===== src/sv/http_message_header_parser_defines.svh =====
// ----------------------------------------------------------------------------
// http message header parser: assertion macros
// Shared concurrent assertion forms, sampled on clock and disabled in reset.
// ----------------------------------------------------------------------------
`ifndef HTTP_MESSAGE_HEADER_PARSER_DEFINES_SVH
`define HTTP_MESSAGE_HEADER_PARSER_DEFINES_SVH

// same-cycle implication
`define HMHP_ASSERT_IMP(label, cond, prop, msg) \
   label: assert property (@(posedge clock) disable iff (reset) (cond) |-> (prop)) \
      else $error(msg);

// next-cycle implication
`define HMHP_ASSERT_NXT(label, cond, prop, msg) \
   label: assert property (@(posedge clock) disable iff (reset) (cond) |=> (prop)) \
      else $error(msg);

`endif


===== src/sv/hmhp_pkg.sv =====
// ----------------------------------------------------------------------------
// hmhp_pkg
// Shared codes, keyword tables and the result record of the header parser.
// ----------------------------------------------------------------------------
package hmhp_pkg;

   // default header limit
   localparam int MAX_HEADERS_DEFAULT = 16;

   // stream widths
   localparam int REQ_TDATA_W = 8;
   localparam int RSP_TDATA_W = 40;

   // byte roles
   localparam logic [3:0] ROLE_NONE    = 4'd0;
   localparam logic [3:0] ROLE_METHOD  = 4'd1;
   localparam logic [3:0] ROLE_TARGET  = 4'd2;
   localparam logic [3:0] ROLE_VERSION = 4'd3;
   localparam logic [3:0] ROLE_STATUS  = 4'd4;
   localparam logic [3:0] ROLE_REASON  = 4'd5;
   localparam logic [3:0] ROLE_HNAME   = 4'd6;
   localparam logic [3:0] ROLE_HVALUE  = 4'd7;
   localparam logic [3:0] ROLE_BODY    = 4'd8;

   // message kinds
   localparam logic [1:0] KIND_NONE     = 2'd0;
   localparam logic [1:0] KIND_REQUEST  = 2'd1;
   localparam logic [1:0] KIND_RESPONSE = 2'd2;

   // header kinds
   localparam logic [2:0] HK_UNKNOWN = 3'd0;

   // request status values
   localparam logic [15:0] STATUS_OK  = 16'd200;
   localparam logic [15:0] STATUS_BAD = 16'd400;

   // special characters
   localparam logic [7:0] CH_NUL   = 8'h00;
   localparam logic [7:0] CH_TAB   = 8'h09;
   localparam logic [7:0] CH_LF    = 8'h0A;
   localparam logic [7:0] CH_VT    = 8'h0B;
   localparam logic [7:0] CH_FF    = 8'h0C;
   localparam logic [7:0] CH_CR    = 8'h0D;
   localparam logic [7:0] CH_SP    = 8'h20;
   localparam logic [7:0] CH_COLON = 8'h3A;
   localparam logic [7:0] CH_ZERO  = 8'h30;

   // keyword table: version prefix, methods, then header names
   localparam int KW_COUNT        = 11;
   localparam int KW_HTTP         = 0;
   localparam int KW_FIRST_METHOD = 1;
   localparam int KW_LAST_METHOD  = 5;
   localparam int KW_FIRST_HEADER = 6;
   localparam int KW_MAX_LEN      = 14;
   localparam int KW_TEXT_W       = 8 * KW_MAX_LEN;

   localparam logic [KW_TEXT_W-1:0] KW_TEXT [KW_COUNT] = '{
      KW_TEXT_W'("HTTP/"), KW_TEXT_W'("UNKNOWN"), KW_TEXT_W'("GET"),
      KW_TEXT_W'("POST"), KW_TEXT_W'("PUT"), KW_TEXT_W'("DELETE"),
      KW_TEXT_W'("Host"), KW_TEXT_W'("Content-Type"),
      KW_TEXT_W'("Content-Length"), KW_TEXT_W'("Connection"),
      KW_TEXT_W'("Accept")
   };
   localparam logic [3:0] KW_LEN [KW_COUNT] = '{
      4'd5, 4'd7, 4'd3, 4'd4, 4'd3, 4'd6, 4'd4, 4'd12, 4'd14, 4'd10, 4'd6
   };

   // character p of keyword k, counted from the first letter
   function automatic logic [7:0] kw_char(input logic [3:0] k, input logic [3:0] p);
      logic [3:0] off;
      off = KW_LEN[k] - 4'd1 - p;
      return KW_TEXT[k][{off, 3'b000} +: 8];
   endfunction

   // one result item
   typedef struct packed {
      logic [3:0]  role;
      logic [3:0]  header_index;
      logic        name_ended;
      logic [2:0]  header_kind;
      logic        done_res;
      logic        bad_message;
      logic [1:0]  message_type;
      logic [2:0]  method_code;
      logic [15:0] status_code;
      logic [4:0]  header_count;
   } rsp_type;

endpackage


===== src/sv/hmhp_parse_core.sv =====
// ----------------------------------------------------------------------------
// hmhp_parse_core
// Parse state and the per-byte step: word splitting, keyword matching,
// phase tracking, header counting and the end-of-message summary.
// ----------------------------------------------------------------------------
`include "http_message_header_parser_defines.svh"

module hmhp_parse_core #(
   parameter int MAX_HEADERS = hmhp_pkg::MAX_HEADERS_DEFAULT
) (
   input  logic              clock,
   input  logic              reset,
   input  logic              step_en,
   input  logic [7:0]        data_byte,
   input  logic              last_byte,
   output hmhp_pkg::rsp_type rsp
);

   localparam int HCW = $clog2(MAX_HEADERS + 2);

   typedef enum logic [3:0] {
      PH_METHOD  = 4'd1,
      PH_TARGET  = 4'd2,
      PH_VERSION = 4'd3,
      PH_STATUS  = 4'd4,
      PH_REASON  = 4'd5,
      PH_HNAME   = 4'd6,
      PH_HVALUE  = 4'd7,
      PH_BODY    = 4'd8,
      PH_ERR     = 4'd9
   } phase_type;

   typedef struct packed {
      phase_type       phase;
      logic            cr_pending;
      logic            in_word;
      logic [4:0]      word_pos;
      logic [10:0]     live;
      logic [15:0]     acc;
      logic [HCW-1:0]  hseen;
      logic            line_has_name;
      logic            version_seen;
      logic [1:0]      kind;
      logic [2:0]      method;
   } state_type;

   typedef struct packed {
      state_type       st;
      logic            name_ended;
      logic [2:0]      hkind;
      logic [HCW-1:0]  hidx;
   } work_type;

   localparam state_type ST_RESET = '{
      phase: PH_METHOD, cr_pending: 1'b0, in_word: 1'b0, word_pos: 5'd0,
      live: '1, acc: 16'd0, hseen: '0, line_has_name: 1'b0,
      version_seen: 1'b0, kind: hmhp_pkg::KIND_NONE, method: 3'd0
   };

   state_type state_ff;
   state_type state_in;

   // live keyword whose length equals the word so far
   function automatic logic kw_exact(input state_type s, input int k);
      return s.live[k] && (s.word_pos == 5'(hmhp_pkg::KW_LEN[k]));
   endfunction

   function automatic logic [3:0] phase_role(input phase_type ph);
      logic [3:0] r;
      unique case (ph)
         PH_METHOD:  r = hmhp_pkg::ROLE_METHOD;
         PH_TARGET:  r = hmhp_pkg::ROLE_TARGET;
         PH_VERSION: r = hmhp_pkg::ROLE_VERSION;
         PH_STATUS:  r = hmhp_pkg::ROLE_STATUS;
         PH_REASON:  r = hmhp_pkg::ROLE_REASON;
         PH_HNAME:   r = hmhp_pkg::ROLE_HNAME;
         PH_HVALUE:  r = hmhp_pkg::ROLE_HVALUE;
         PH_BODY:    r = hmhp_pkg::ROLE_BODY;
         default:    r = hmhp_pkg::ROLE_NONE;
      endcase
      return r;
   endfunction

   function automatic work_type start_word(input work_type w);
      w.st.in_word  = 1'b1;
      w.st.word_pos = 5'd0;
      w.st.live     = '1;
      if (w.st.phase == PH_STATUS) begin
         w.st.acc = 16'd0;
      end
      return w;
   endfunction

   // narrow the keyword candidates and take a status digit
   function automatic work_type feed_byte(input work_type w, input logic [7:0] b);
      logic [10:0] live;
      live = w.st.live;
      for (int k = 0; k < hmhp_pkg::KW_COUNT; k++) begin
         if (w.st.live[k]) begin
            if (w.st.word_pos < 5'(hmhp_pkg::KW_LEN[k])) begin
               if (b != hmhp_pkg::kw_char(4'(k), w.st.word_pos[3:0])) begin
                  live[k] = 1'b0;
               end
            end else if (k != hmhp_pkg::KW_HTTP) begin
               live[k] = 1'b0;
            end
         end
      end
      w.st.live = live;
      if (w.st.word_pos != 5'd31) begin
         w.st.word_pos = w.st.word_pos + 5'd1;
      end
      if (w.st.phase == PH_STATUS) begin
         w.st.acc = 16'(w.st.acc * 16'd10 + {8'd0, b} - {8'd0, hmhp_pkg::CH_ZERO});
      end
      return w;
   endfunction

   // close the current word and act on it by phase
   function automatic work_type finish_word(input work_type w);
      logic           found;
      logic [HCW-1:0] idx;
      found = 1'b0;
      if (w.st.in_word) begin
         w.st.in_word = 1'b0;
         unique case (w.st.phase)
            PH_METHOD: begin
               if (w.st.live[hmhp_pkg::KW_HTTP] &&
                   w.st.word_pos >= 5'(hmhp_pkg::KW_LEN[hmhp_pkg::KW_HTTP])) begin
                  w.st.kind  = hmhp_pkg::KIND_RESPONSE;
                  w.st.phase = PH_STATUS;
               end else begin
                  w.st.phase = PH_ERR;
                  for (int k = hmhp_pkg::KW_FIRST_METHOD; k <= hmhp_pkg::KW_LAST_METHOD;
                       k++) begin
                     if (!found && kw_exact(w.st, k)) begin
                        found       = 1'b1;
                        w.st.kind   = hmhp_pkg::KIND_REQUEST;
                        w.st.method = 3'(k - hmhp_pkg::KW_FIRST_METHOD);
                        w.st.phase  = PH_TARGET;
                     end
                  end
               end
            end
            PH_TARGET:  w.st.phase = PH_VERSION;
            PH_VERSION: w.st.version_seen = 1'b1;
            PH_STATUS:  w.st.phase = PH_REASON;
            PH_REASON:  w.st.line_has_name = 1'b1;
            PH_HNAME: begin
               // a name past the limit is counted but leaves the index alone
               idx        = w.st.hseen;
               w.st.hseen = w.st.hseen + HCW'(1);
               if (int'(idx) >= MAX_HEADERS) begin
                  w.st.phase = PH_ERR;
               end else begin
                  w.hidx       = idx;
                  w.name_ended = 1'b1;
                  w.hkind      = hmhp_pkg::HK_UNKNOWN;
                  for (int k = hmhp_pkg::KW_FIRST_HEADER; k < hmhp_pkg::KW_COUNT; k++) begin
                     if (!found && kw_exact(w.st, k)) begin
                        found   = 1'b1;
                        w.hkind = 3'(k - hmhp_pkg::KW_FIRST_HEADER + 1);
                     end
                  end
               end
            end
            default: ;
         endcase
      end
      return w;
   endfunction

   function automatic work_type line_end(input work_type w);
      unique case (w.st.phase)
         PH_VERSION: w.st.phase = w.st.version_seen ? PH_HNAME : PH_ERR;
         PH_REASON:  w.st.phase = w.st.line_has_name ? PH_HNAME : PH_ERR;
         PH_HNAME:   w.st.phase = PH_BODY;
         PH_HVALUE:  w.st.phase = PH_HNAME;
         PH_BODY:    w.st.phase = PH_BODY;
         default:    w.st.phase = PH_ERR;
      endcase
      return w;
   endfunction

   // one byte through the parser
   always_comb begin : step_logic
      work_type        w;
      logic [3:0]      role;
      logic [HCW-1:0]  val_idx;
      logic            is_space;
      logic            bad;
      w.st         = state_ff;
      w.name_ended = 1'b0;
      w.hkind      = hmhp_pkg::HK_UNKNOWN;
      w.hidx       = '0;
      role         = hmhp_pkg::ROLE_NONE;
      val_idx      = (state_ff.hseen != '0) ? state_ff.hseen - HCW'(1) : '0;
      is_space     = (data_byte == hmhp_pkg::CH_SP) || (data_byte == hmhp_pkg::CH_TAB) ||
                     (data_byte == hmhp_pkg::CH_VT) || (data_byte == hmhp_pkg::CH_FF);

      if (w.st.phase != PH_ERR) begin
         if (w.st.cr_pending) begin
            // only a line feed may follow a carriage return
            w.st.cr_pending = 1'b0;
            if (data_byte != hmhp_pkg::CH_LF) begin
               w.st.phase = PH_ERR;
            end else begin
               role = (w.st.phase == PH_BODY) ? hmhp_pkg::ROLE_BODY : hmhp_pkg::ROLE_NONE;
               w = line_end(w);
            end
         end else if (data_byte == hmhp_pkg::CH_NUL) begin
            w.st.phase = PH_ERR;
         end else if (data_byte == hmhp_pkg::CH_CR) begin
            w = finish_word(w);
            if (w.st.phase != PH_ERR) begin
               role = (w.st.phase == PH_BODY) ? hmhp_pkg::ROLE_BODY : hmhp_pkg::ROLE_NONE;
               w.st.cr_pending = 1'b1;
               if (last_byte) begin
                  w.st.phase = PH_ERR;
               end
            end
         end else if (data_byte == hmhp_pkg::CH_LF) begin
            w = finish_word(w);
            role = (w.st.phase == PH_BODY) ? hmhp_pkg::ROLE_BODY : hmhp_pkg::ROLE_NONE;
            w = line_end(w);
         end else if (is_space) begin
            w = finish_word(w);
            role = (w.st.phase == PH_BODY) ? hmhp_pkg::ROLE_BODY : hmhp_pkg::ROLE_NONE;
         end else if (data_byte == hmhp_pkg::CH_COLON) begin
            // colon ends a header name, elsewhere it is a word of its own
            w = finish_word(w);
            if (w.st.phase == PH_HNAME) begin
               w.st.phase = PH_HVALUE;
            end else if (w.st.phase != PH_ERR) begin
               role = phase_role(w.st.phase);
               if (role == hmhp_pkg::ROLE_HVALUE) begin
                  w.hidx = val_idx;
               end
               w = start_word(w);
               w = feed_byte(w, data_byte);
               w = finish_word(w);
            end
         end else begin
            // ordinary word byte
            if (!w.st.in_word) begin
               w = start_word(w);
            end
            role = phase_role(w.st.phase);
            if (role == hmhp_pkg::ROLE_HNAME) begin
               w.hidx = w.st.hseen;
            end else if (role == hmhp_pkg::ROLE_HVALUE) begin
               w.hidx = val_idx;
            end
            w = feed_byte(w, data_byte);
            if (last_byte) begin
               w = finish_word(w);
            end
         end
      end

      // per-byte fields
      rsp.role         = role;
      rsp.header_index = 4'(w.hidx);
      rsp.name_ended   = w.name_ended;
      rsp.header_kind  = w.hkind;

      // end-of-message summary
      bad                 = (w.st.phase == PH_ERR);
      rsp.done_res        = last_byte;
      rsp.bad_message     = last_byte && bad;
      rsp.message_type    = last_byte ? w.st.kind : hmhp_pkg::KIND_NONE;
      rsp.method_code     = last_byte ? w.st.method : 3'd0;
      rsp.header_count    = last_byte ? 5'(w.st.hseen) : 5'd0;
      rsp.status_code     = 16'd0;
      if (last_byte) begin
         if (w.st.kind == hmhp_pkg::KIND_REQUEST) begin
            rsp.status_code = bad ? hmhp_pkg::STATUS_BAD : hmhp_pkg::STATUS_OK;
         end else if (w.st.kind == hmhp_pkg::KIND_RESPONSE) begin
            rsp.status_code = w.st.acc;
         end
      end

      // a finished message returns to the reset state
      state_in = last_byte ? ST_RESET : w.st;
   end

   // parse state
   always_ff @(posedge clock) begin
      if (reset) begin
         state_ff <= ST_RESET;
      end else if (step_en) begin
         state_ff <= state_in;
      end
   end

   `HMHP_ASSERT_IMP(a_err_role_none, step_en && (state_ff.phase == PH_ERR), rsp.role == hmhp_pkg::ROLE_NONE, "byte after an error carries a role")
   `HMHP_ASSERT_IMP(a_kind_needs_name, rsp.header_kind != hmhp_pkg::HK_UNKNOWN, rsp.name_ended, "header kind without a completed name")
   `HMHP_ASSERT_NXT(a_last_resets, step_en && last_byte, state_ff.phase == PH_METHOD, "parser not back in method phase after last byte")
   `HMHP_ASSERT_IMP(a_hseen_bound, 1'b1, int'(state_ff.hseen) <= MAX_HEADERS + 1, "header counter beyond limit plus one")

endmodule


===== src/sv/http_message_header_parser.sv =====
// ----------------------------------------------------------------------------
// http_message_header_parser
// Streaming parser for HTTP/1.1 start lines and headers. Takes one message
// byte per item on req_ and returns one result item per byte on rsp_: the
// byte's role, header index and kind when a header name completes, and on
// the byte flagged by req_tlast a summary (message type, method, status,
// header count, error flag), with rsp_tlast set. One byte is accepted every
// cycle while results are taken. A byte goes from the input register to the
// result register once the result register is free or being taken; the parse
// state update in hmhp_parse_core handles each byte completely. A held result
// stalls the input once the input register is full too. The parser returns to
// its reset state after each final byte.
// ----------------------------------------------------------------------------
`include "http_message_header_parser_defines.svh"

module http_message_header_parser #(
   parameter int MAX_HEADERS = hmhp_pkg::MAX_HEADERS_DEFAULT
) (
   input  logic                              clock,
   input  logic                              reset,
   // message bytes
   input  logic                              req_tvalid,
   output logic                              req_tready,
   input  logic [hmhp_pkg::REQ_TDATA_W-1:0]  req_tdata,   // [7:0] data_byte
   input  logic                              req_tlast,   // last_byte
   // per-byte results
   output logic                              rsp_tvalid,
   input  logic                              rsp_tready,
   // [3:0] role, [7:4] header_index, [8] name_ended, [11:9] header_kind,
   // [12] bad_message, [14:13] message_type, [17:15] method_code,
   // [33:18] status_code, [38:34] header_count, [39] zero
   output logic [hmhp_pkg::RSP_TDATA_W-1:0]  rsp_tdata,
   output logic                              rsp_tlast    // done_res
);

   logic                              in_valid_ff;
   logic                              in_valid_in;
   logic [7:0]                        in_data_ff;
   logic                              in_last_ff;
   logic                              out_valid_ff;
   logic                              out_valid_in;
   logic [hmhp_pkg::RSP_TDATA_W-1:0]  out_data_ff;
   logic [hmhp_pkg::RSP_TDATA_W-1:0]  out_data_in;
   logic                              out_last_ff;
   logic                              advance;
   hmhp_pkg::rsp_type                 rsp;

   // handshake: the input register moves on when the result register is free
   assign advance      = in_valid_ff && (!out_valid_ff || rsp_tready);
   assign req_tready   = !in_valid_ff || advance;
   assign in_valid_in  = req_tready ? req_tvalid : in_valid_ff;
   assign out_valid_in = advance || (out_valid_ff && !rsp_tready);

   // per-byte parse step
   hmhp_parse_core #(
      .MAX_HEADERS (MAX_HEADERS)
   ) u_core (
      .clock     (clock),
      .reset     (reset),
      .step_en   (advance),
      .data_byte (in_data_ff),
      .last_byte (in_last_ff),
      .rsp       (rsp)
   );

   // result packing, first field lowest
   assign out_data_in = {1'b0, rsp.header_count, rsp.status_code, rsp.method_code,
                         rsp.message_type, rsp.bad_message, rsp.header_kind,
                         rsp.name_ended, rsp.header_index, rsp.role};

   // control registers
   always_ff @(posedge clock) begin
      if (reset) begin
         in_valid_ff  <= 1'b0;
         out_valid_ff <= 1'b0;
      end else begin
         in_valid_ff  <= in_valid_in;
         out_valid_ff <= out_valid_in;
      end
   end

   // payload registers
   always_ff @(posedge clock) begin
      if (req_tvalid && req_tready) begin
         in_data_ff <= req_tdata;
         in_last_ff <= req_tlast;
      end
      if (advance) begin
         out_data_ff <= out_data_in;
         out_last_ff <= rsp.done_res;
      end
   end

   assign rsp_tvalid = out_valid_ff;
   assign rsp_tdata  = out_data_ff;
   assign rsp_tlast  = out_last_ff;

   `HMHP_ASSERT_NXT(a_step_fills_out, advance, out_valid_ff, "stepped item did not reach the result register")
   `HMHP_ASSERT_IMP(a_full_blocks_in, in_valid_ff && out_valid_ff && !rsp_tready, !req_tready, "input taken while both registers are held")

endmodule

===== config.mk =====
export PLATFORM = sky130hd
export DESIGN_NAME = http_message_header_parser
export DESIGN_NICKNAME = d
export VERILOG_FILES = /design/src/sv/hmhp_pkg.sv /design/src/sv/hmhp_parse_core.sv /design/src/sv/http_message_header_parser.sv
export VERILOG_INCLUDE_DIRS = /design/src /design/src/sv
export SDC_FILE = /design/constraint.sdc
export NUM_CORES = 1
export LEC_CHECK = 0
export BUFFER_PORTS_ARGS = -buffer_cell sky130_fd_sc_hd__buf_4
export CORE_ASPECT_RATIO = 0.5
export CORE_MARGIN = 2
export CORE_UTILIZATION = 62
export CTS_CLUSTER_SIZE = 40
export DETAILED_ROUTE_END_ITERATION = 8
export PLACE_DENSITY = 0.9
export SLEW_MARGIN = 20
export SYNTH_ARGS = -nofsm -noshare
export SYNTH_HDL_FRONTEND = slang
export SYNTH_SLANG_ARGS = --single-unit

===== constraint.sdc =====
create_clock -name clock -period 12.3 [get_ports clock]
set_clock_uncertainty 0.05 [all_clocks]
set_input_delay 0.615 -clock clock [delete_from_list [all_inputs] [get_ports clock]]
set_output_delay 0.615 -clock clock [all_outputs]
set_load 0.005 [all_outputs]

* Yosys cells after proc, flatten, opt, wreduce, memory -nomap -nowiden
Memories as Yosys holds them, arrays and structs flattened. Cells that the tools add are included.
Storage, ports and cells: register bits after elaboration 101, memory bits (read-only) 128, input bits 13, word-level logic and storage cells 1140, memories kept 2
Cells by class: add/subtract/negate cells 16, $mul 2, magnitude comparators 13, equality and inequality tests 90, shift-type cells 11, mux-type cells 846, bitwise gates (word level) 1, reductions and logical operators 139
Memories:
- (name not given) | words 16, width 4, rd ports 1, clocked after Yosys merged registers in 0, write ports 0, RTL line hmhp_parse_core.sv:70 | unique case (ph)
- (name not given) | words 16, width 4, rd ports 1, clocked after Yosys merged registers in 0, write ports 0, RTL line hmhp_parse_core.sv:70
Operator list (number):
- $shiftx A112 B8 Y8 const A | 11
- $mux W59 | 15
- $mux W1 | 594
- $mux W4 | 100
- $mux W5 | 57
- $mux W16 | 15
- $mux W21 | 10
- $pmux W4 S4 | 7
- $mux W55 | 2
- $mux W9 | 11
- $ne A8 B8 Y1 | 11
- $logic_and A1 B1 Y1 | 76
- $eq A4 B3 Y1 const B | 16
- $mux W3 | 20
- $ne A8 B7 Y1 const B | 7
- $mux W53 | 1
- $mux W50 | 1
- $logic_not A1 Y1 | 47
- $eq A5 B3 Y1 const B | 9
- $eq A8 B4 Y1 const B | 5
- $add A16 B8 Y16 | 2
- $mul A16 B3 Y15 const B | 2
- $sub A16 B6 Y16 const B | 2
- $eq A5 B4 Y1 const B | 6
- other kinds (37) | 91

* Logic depth before layout (Yosys ltp)
Gate-level depths: netlist of the first run.
depth in word-level cells 148, mapped depth 29, gate-level depth less buffers 24

* By module
A second synthesis of the first run with hierarchy kept.
Second synthesis, totals: cells, all modules 1470, area, all modules 11415.9 µm²
Modules (own cells, without submodules):
- hmhp_parse_core | instances 1, cells an instance 1409, area an instance 9829.4 µm², seq. area each 1001.0 µm²
- http_message_header_parser | instances 1, cells an instance 61, area an instance 1586.5 µm², seq. area each 1511.4 µm²

* Worst setup path after synthesis of the first run
OpenSTA, ideal clock, no wires.
path kind reg-to-reg, from register u_core.state_ff[46] (netlist name), to register out_data_ff (netlist bit rsp_tdata[30]) (data pin), data arrival time 5.461 ns, data required time 11.997 ns, setup slack 6.535 ns, stages on the path, launching flop included 24, cells stage by stage dfxtp_1 buf_2 nor4b_4 o211ai_1 a2111o_1 a2111o_1 clkbuf_1 clkbuf_1 and2_1 ha_1 ha_1 and3_1 a2111oi_4 xnor2_1 inv_1 ha_1 or3_1 o21ai_0 a21oi_1 a221oi_1 xnor2_1 a211oi_1 a21o_1 a21oi_2
On the way: longest elaborated chain between the ends 36
RTL lines:
- start, declared | RTL line hmhp_parse_core.sv:60 | state_type state_ff;
- start signal, assigned | RTL line hmhp_parse_core.sv:292 | state_ff <= state_in;
- $eq A4 B3 Y1 (tied with other cells) | RTL line hmhp_parse_core.sv:126 | unique case (w.st.phase)
- $pmux W4 S4 | RTL line hmhp_parse_core.sv:126
- $mux W4 | RTL line hmhp_parse_core.sv:124 | if (w.st.in_word) begin
- $mux W4 | RTL line hmhp_parse_core.sv:229 | end else if (data_byte == hmhp_pkg::CH_COLON) begin
- $mux W4 | RTL line hmhp_parse_core.sv:226 | end else if (is_space) begin
- $mux W4 | RTL line hmhp_parse_core.sv:222 | end else if (data_byte == hmhp_pkg::CH_LF) begin
- $mux W4 | RTL line hmhp_parse_core.sv:213 | end else if (data_byte == hmhp_pkg::CH_CR) begin
- $mux W4 | RTL line hmhp_parse_core.sv:211 | end else if (data_byte == hmhp_pkg::CH_NUL) begin
- [... 20 more ...]
- $mux W59 | RTL line hmhp_parse_core.sv:226
- $mux W59 | RTL line hmhp_parse_core.sv:222
- $mux W59 | RTL line hmhp_parse_core.sv:213
- $mux W55 | RTL line hmhp_parse_core.sv:211
- $mux W59 | RTL line hmhp_parse_core.sv:202 | if (w.st.cr_pending) begin
- $mux W59 (*) | RTL line hmhp_parse_core.sv:201 | if (w.st.phase != PH_ERR) begin
- $mux W16 | RTL line hmhp_parse_core.sv:278 | end else if (w.st.kind == hmhp_pkg::KIND_RESPONSE) begin
- $mux W16 (*) | RTL line hmhp_parse_core.sv:276 | if (w.st.kind == hmhp_pkg::KIND_REQUEST) begin
- end signal, assigned | RTL line http_message_header_parser.sv:89 | out_data_ff <= out_data_in;
- end, declared | RTL line http_message_header_parser.sv:42 | logic [hmhp_pkg::RSP_TDATA_W-1:0] out_data_ff;
Every way passes the cells marked *; elsewhere a longest branch is shown, timed or not. The select of a mux whose other input is x is not followed. A chain may end at the register's enable or synchronous reset.

* Worst setup path after layout of the first run
from register u_core.state_ff[49] (netlist name), to register out_data_ff (netlist bit rsp_tdata[31]) (data pin)
Same word-level chain as after synthesis.

==> flow_summary.yaml, run 1 <==
die:
  floorplan.initialDensity_pct: 63.6
  floorplan.die.width_um: 199
  floorplan.core_area_mm2: 0.0185
  count_of_pins_on_the_block_boundary: 56
  dieHeight_um: 101
  std_cell_rows: 35
  die-area_mm2: 0.0201
synthesis:
  synth.cells.most_frequent: "sky130_fd_sc_hd__nor2_1 (154), sky130_fd_sc_hd__a21oi_1 (122), sky130_fd_sc_hd__nand2_1 (108)"
  yosys.area_share.adder_pct: 12.0
  syn-cell-area_mm2: 0.0118
  synth.area.mux_share_pct: 1.34
  post_synth_and_or_nand_nor_area_fraction_pct: 24.2
  synth.most_common_cell: "sky130_fd_sc_hd__nor2_1"
  mappedNetlistNets: 1654
  synth_edf_count: 49
  netlist_instances: 1531
  yosys.area_share.xor_xnor_pct: 5.29
  synth-warning-count: 0
  area_fraction_in_compound_gates_after_synthesis_pct: 28.9
  synth-async-reset-ratio_pct: 0
  synth_area_leaders: "sky130_fd_sc_hd__edfxtp_1 (13%), sky130_fd_sc_hd__ha_1 (11%), sky130_fd_sc_hd__dfxtp_1 (8.9%)"
  synth-seq-cells: 101
  ys.flop_type: "sky130_fd_sc_hd__dfxtp_1"
  yosys.area.top_type_share_pct: 12.5
  yosysTopAreaCell: "sky130_fd_sc_hd__edfxtp_1"
  ys_types: 103
  synth-seq-area-share_pct: 21.4
  combinational_family_with_the_most_area_after_synthesis: "compound AO/OA/AOI/OAI gates"
  synthesis.area_per_instance_um2: 7.68
worst_setup_path:
  regToRegSetupSlack_ps: 5330
  element_type_at_the_critical_path_end: "flip-flop"
  crit_slowest_cell: "sky130_fd_sc_hd__dfxtp_1"
  critical_setup_path_class: "reg -> reg"
  most_common_cell_on_crit_path: "sky130_fd_sc_hd__ha_1"
  critPathMaxFanout: 27
  rr_startpoint: "u_core.state_ff[49]"
  sequence_of_cells_on_the_critical_path: "nor2b_1 -> a41o_1 -> a2111o_1 -> a2111o_1 -> and2_1 -> ha_1 -> ha_1 -> xnor2_1 -> ha_1 -> inv_1 -> ha_1 -> nand3_1 -> o211ai_1 -> o41ai_1 -> or4_1 -> o311ai_0 -> a21boi_1 -> o31ai_1 -> xnor2_1 -> o31ai_1 -> nor2_1"
  crit_path_required_time_ps: 12340
  path_depth_of_the_worst_reg2reg_path: 21
  critPathMaxStageDelay_ps: 900
  timing.critical_path.from_type: "flip-flop"
  worst_reg2reg_endpoint: "rsp_tdata[31]"
  timing.critical_path.arrival_ps: 7010
detailed_routing:
  routed_wire_length_um: 39000
  wl_met3_um: 3560
  uppermost_routed_layer: "met4"
  initialDrtViolationCount: 1413
  detail_route.vias_per_cell: 6.94
  route.antenna.remaining_nets: 0
  drt_first_pass_iters: 8
  wl_met1_um: 15600
  detailroute.via_count: 12300
  wl_met2_um: 17800
  drt_drc_violations_left: 0
  wl_per_cell_um: 22.0
sta:
  fmax_mhz: 143
  rsz0062_at_grt: "false"
  slew_viol_final: 0
  setup-tns-final_ps: 0
  worst-slew-pin-transition_ps: 1160
  setup_viol: 0
  final_hold_viol_count: 0
  final.period_utilization_pct: 56.7
  relSlewSlack_pct: 22.9
  finalCriticalPeriod_ps: 6970
clock_network:
  cts.sink_count: 101
  numCtsBuffers: 9
  max-clock-path-buffers: 2
  htreeDepth: 3
  clk_root_buf: "sky130_fd_sc_hd__clkbuf_16"
  cts.repair.resized: 0
  path_clk_slew_ps: 90
  cts.repair_timing.setup_buffer_count: 0
  worst_skew_pair_latency_ps: 360
  tritoncts: "done"
  cts_hold_buf: 0
finish:
  drive_above_1_share_pct: 8.80
  num-nets-final: 1629
  fin_util_pct: 67.3
  antenna_cells_inserted: 0
  area.growth.synth_to_final_pct: 5.87
min_path:
  hold-path-endpoint: "in_data_ff[3]"
  hold_path_startpoint: "req_tdata[3]"
  hold-path-cell-count: 1
  hold_class: "in -> reg"
status:
  result_of_the_run: "complete, no violations"
power_and_ir_drop:
  p_per_area_mw_per_mm2: 66.0
  static-leakage-power_nw: 4.99
  worst_ir_drop_vdd_mv: 0.0652
place:
  weighted_congestion_reported_at_the_end_of_routability_driven_placement: 1.04
  port_buffers: 54
  detailed_place_hpwl_um: 28300
global_route:
  grt_pass1_vias: 11600
  grt_first_pass_wirelength_um: 61300
  grt_usage_pct: 38.7
  grt.overflow.total: 0
  pin_count_of_the_biggest_net_entering_global_routing: 54
  grt_antenna_before_repair: 0
job:
  max-cap-violations: 0
cell families after synthesis:
logic type	after synthesis
buffers and inverters	192
AOI/OAI and AO/OA	494
xor gates and xnor gates	71
and+or+nand+nor	548
muxes	14
DFF	101
other	1
adders and majority gates	110
flip-flops by register name, indices dropped and copies added (netlist names):
| name | cells |
|---|---|
| u_core.state_ff | 50 |
| rsp_tdata | 39 |
| in_data_ff | 8 |
| in_last_ff | 1 |
| in_valid_ff | 1 |
| rsp_tlast | 1 |
| rsp_tvalid | 1 |
worst max path at each step:
| stage | start | endpoint | slack (ps) | cells after the start |
|---|---|---|---|---|
| after CTS | u_core.state_ff[48] | rsp_tdata[33] | 5490 | 23 |
| after global routing | u_core.state_ff[48] | rsp_tdata[33] | 4820 | 23 |
| after detailed placement | u_core.state_ff[48] | rsp_tdata[33] | 5500 | 23 |
| final | u_core.state_ff[49] | rsp_tdata[31] | 5330 | 21 |
| after global placement | u_core.state_ff[49] | rsp_tdata[31] | 5690 | 21 |
| after floorplan | u_core.state_ff[46] | rsp_tdata[30] | 6540 | 23 |
per-layer routing:
layer  GRT usage (%)  up-vias
li1                -     5612
met1            49.2     5747
met2            64.3      760
met3            5.66      165
met4            21.4        0
met5               0        -
stage by stage:
step / hold slack [ps] / cell area, µm² / instances / power, W / setup slack (ps)
final: 379 / 12400 / 1770 / 0.000821 / 5330
after global routing: 371 / 12400 / 1770 / 0.000844 / 4820
after CTS: 373 / 12400 / 1770 / 0.000817 / 5490
after detailed placement: 397 / 12100 / 1754 / 0.000520 / 5500
after global placement: 386 / 12100 / 1754 / 0.000515 / 5690
after floorplan: 371 / 11800 / 1531 / 0.000475 / 6540
critical path: cells and delay by family (launching register included):
kind	cells	cell delay, ps
and+or+nand+nor	5	990
adders and majority gates	4	1300
xor gates and xnor gates	2	290
AOI/OAI and AO/OA	9	3130
DFF	1	900
buffers and inverters	1	40
placed cells by master, fill, tap and decap left out, drive strengths merged, types with 44 or more instances in the layout:
master	instances
a21oi	126
nor3	44
o21ai	104
edfxtp	49
buf	67
ha	106
nor2	154
xnor2	48
nand2	108
inv	89
dfxtp	52
area by class of cell:
class                           instances  area [µm²]
Fill cell                            1593        6040
Sequential cell                       101        2510
Clock inverter                          7        91.3
Timing Repair Buffer                   67         503
Inverter                               89         335
Multi-Input combinational cell       1238        8450
Tap cell                              259         324
Clock buffer                            9         225
where the power goes:
group | internal, W | switching, W
combinational | 0.0000520 | 0.0000890
clock | 0.000147 | 0.000157
sequential | 0.000363 | 0.0000129
(Power assumes the default switching activity.)
==> run 2: changes to the inputs <==
--- a/config.mk
+++ b/config.mk
@@ -6,13 +6,14 @@
 export SDC_FILE = /design/constraint.sdc
 export NUM_CORES = 1
 export LEC_CHECK = 0
+export ABC_AREA = 1
 export BUFFER_PORTS_ARGS = -buffer_cell sky130_fd_sc_hd__buf_4
 export CORE_ASPECT_RATIO = 0.5
 export CORE_MARGIN = 2
-export CORE_UTILIZATION = 62
+export CORE_UTILIZATION = 58
 export CTS_CLUSTER_SIZE = 40
 export DETAILED_ROUTE_END_ITERATION = 8
-export PLACE_DENSITY = 0.9
+export PLACE_DENSITY = 0.89
 export SLEW_MARGIN = 20
 export SYNTH_ARGS = -nofsm -noshare
 export SYNTH_HDL_FRONTEND = slang
==> constraint.sdc (replaced) <==
create_clock -name clock -period 6 [get_ports clock]
set_clock_uncertainty 0.05 [all_clocks]
set_input_delay 0.3 -clock clock [delete_from_list [all_inputs] [get_ports clock]]
set_output_delay 0.3 -clock clock [all_outputs]
set_load 0.005 [all_outputs]
==> run 2 against run 1 <==
Net effect: synthesized area down 2.6%; maximum frequency up 26%; die area up 4.0%; critical path type unchanged; critical endpoint is now rsp_tdata[33]; largest cell class unchanged.
==> flow_summary.yaml, run 2 <==
synthesis:
  syn-cell-area_mm2: 0.0115
  synth-warning-count: 0
  synth_edf_count: 49
  yosys.area.top_type_share_pct: 13.4
  synth.most_common_cell: "sky130_fd_sc_hd__nand2_1"
  ys_types: 71
  netlist_instances: 1771
  synthesis.area_per_instance_um2: 6.47
  ys.flop_type: "sky130_fd_sc_hd__dfxtp_1"
  mappedNetlistNets: 1894
  synth.cells.most_frequent: "sky130_fd_sc_hd__nand2_1 (408), sky130_fd_sc_hd__inv_1 (212), sky130_fd_sc_hd__nor2_1 (167)"
  synth_area_leaders: "sky130_fd_sc_hd__nand2_1 (13%), sky130_fd_sc_hd__edfxtp_1 (13%), sky130_fd_sc_hd__ha_1 (12%)"
  synth-seq-cells: 101
  synth-seq-area-share_pct: 21.9
  synth-async-reset-ratio_pct: 0
  yosysTopAreaCell: "sky130_fd_sc_hd__nand2_1"
detailed_routing:
  detailroute.via_count: 12400
  detail_route.vias_per_cell: 6.02
  drt_drc_violations_left: 0
  initialDrtViolationCount: 1411
  drt_first_pass_iters: 6
  route.antenna.remaining_nets: 0
  routed_wire_length_um: 37100
  wl_per_cell_um: 17.9
die:
  die-area_mm2: 0.0210
  count_of_pins_on_the_block_boundary: 56
  floorplan.die.width_um: 203
  floorplan.core_area_mm2: 0.0194
  floorplan.initialDensity_pct: 59.0
  dieHeight_um: 103
  std_cell_rows: 36
worst_setup_path:
  rr_startpoint: "u_core.state_ff[40]"
  critical-path-top-delay-family: "simple AND/OR/NAND/NOR gates"
  timing.critical_path.from_type: "flip-flop"
  critPathMaxStageDelay_ps: 390
  crit_slowest_cell: "sky130_fd_sc_hd__dfxtp_1"
  crit_path_required_time_ps: 6050
  critPathLaunch: "u_core.state_ff[40]"
  critical_setup_path_class: "reg -> reg"
  element_type_at_the_critical_path_end: "flip-flop"
  timing.critical_path.arrival_ps: 5580
  most_common_cell_on_crit_path: "sky130_fd_sc_hd__a21oi_1"
  worstPathBufferInverterCount: 3
  critPathMaxFanout: 13
clock_network:
  max-clock-path-buffers: 2
  path_clk_slew_ps: 80
  tritoncts: "done"
  clk_root_buf: "sky130_fd_sc_hd__clkbuf_16"
  cts.sink_count: 101
  worst_skew_pair_latency_ps: 360
  htreeDepth: 3
  numCtsBuffers: 9
finish:
  num-nets-final: 1920
  regMostFlops: "u_core.state_ff"
  mostFrequentLayoutCell: "sky130_fd_sc_hd__nand2_1"
  flip_flop_count_of_the_largest_register_after_layout: 50
  area.growth.synth_to_final_pct: 8.35
  drive_above_1_share_pct: 9.93
  antenna_cells_inserted: 0
  final.fill_count: 1775
  post_layout_nonfiller_instances: 2068
  layout_common_cells: "sky130_fd_sc_hd__nand2_1 (407), sky130_fd_sc_hd__inv_1 (211), sky130_fd_sc_hd__nor2_1 (164)"
sta:
  finalCriticalPeriod_ps: 5530
  fmax_mhz: 181
  relSlewSlack_pct: 35.6
  final.period_utilization_pct: 92.2
  post-route-worst-setup-slack_ps: 468
  final_hold_viol_count: 0
  setup_viol: 0
  rsz0062_at_grt: "false"
  slew_viol_final: 0
  setup-tns-final_ps: 0
  worst-slew-pin-transition_ps: 965
job:
  max-cap-violations: 0
global_route:
  grt_first_pass_wirelength_um: 58800
  grt_usage_pct: 35.6
  grt.overflow.total: 0
  pin_count_of_the_biggest_net_entering_global_routing: 44
  grt_pass1_vias: 11300
  grt_antenna_before_repair: 0
place:
  weighted_congestion_reported_at_the_end_of_routability_driven_placement: 1.08
  detailed_place_hpwl_um: 28100
  detailedPlace.worstSlack_ps: 327
  placedCellCount: 2051
  port_buffers: 54
power_and_ir_drop:
  worst_ir_drop_vdd_mv: 0.130
  p_per_area_mw_per_mm2: 140
  static-leakage-power_nw: 5.85
  power_w: 0.00174
status:
  result_of_the_run: "complete, no violations"
min_path:
  hold_path_startpoint: "req_tdata[0]"
  hold_class: "in -> reg"
## run 2: cell types whose count changed in the layout (fill, tap and decap cells not counted), sizes merged, moves of 32 or more
cell and delta:
nand2 +315, nor2b -38, nand3 +82, o21ai +44, inv +144, xnor2 -35
nor2 +32
## run 2: metrics by stage
stage,hold slack [ps],util (%),instance area (µm²)
global placement,407,62.2,12100
floorplan,349,-,11500
detailed placement,409,62.2,12100
global route,60.6,63.9,12400
finish,64.9,63.9,12400
CTS,62.5,63.7,12400
## run 2: layout make-up
| class | instances | area, µm² | area share, % |
|---|---|---|---|
| timing repair buffer | 78 | 589 | 4.75 |
| inverter | 239 | 902 | 7.27 |
| sequential | 101 | 2520 | 20.3 |
| clock buffer | 12 | 258 | 2.08 |
| multi-input combinational | 1368 | 7770 | 62.6 |
| tap | 266 | 333 | 2.68 |
| clock inverter | 4 | 37.5 | 0.303 |
## run 2: timing repair
item                       4_1_cts  5_1_grt
hold buffers                     0        0
setup endpoints to repair        0       12
resized for setup                0       12
buffers inserted                 0        1
## run 2: kinds of logic (layout without fill, tap and decap cells)
kind of cell               Yosys count  after routing  share of synthesized area, %
AOI/OAI and AO/OA                  397            397                          20.1
adders and majority gates          110            110                          12.3
buffers and inverters              302            333                          10.4
xor gates and xnor gates            64             64                          4.96
other                                1              1                        0.0327
DFF                                101            101                          21.9
and+or+nand+nor                    796            796                          30.3
## run 2: power by group
group	leakage (nW)	internal (W)	switching [W]
clock	0.145	0.000315	0.000285
combinational	4.81	0.000114	0.000249
sequential	0.894	0.000748	0.0000312
total	5.85	0.00118	0.000565
## run 2: worst paths after layout
check / slack (ps) / end / cells after the start
max: 470 / rsp_tdata[33] / 29
min reg2reg: 420 / u_core.state_ff[2] / 2
max reg2reg: 470 / rsp_tdata[33] / 29
min: 60 / in_data_ff[0] / 1
## run 2: layer usage
layer / share of wire [%] / vias to the layer above / wire length [µm] / GRT usage, %
met3: 12 / 108 / 4510 / 6.83
met4: 2.9 / 0 / 1090 / 12.0
met2: 43 / 773 / 15900 / 57.5
li1: - / 5972 / - / -
met5: 0 / - / 0 / 0
met1: 42 / 5591 / 15600 / 48.3
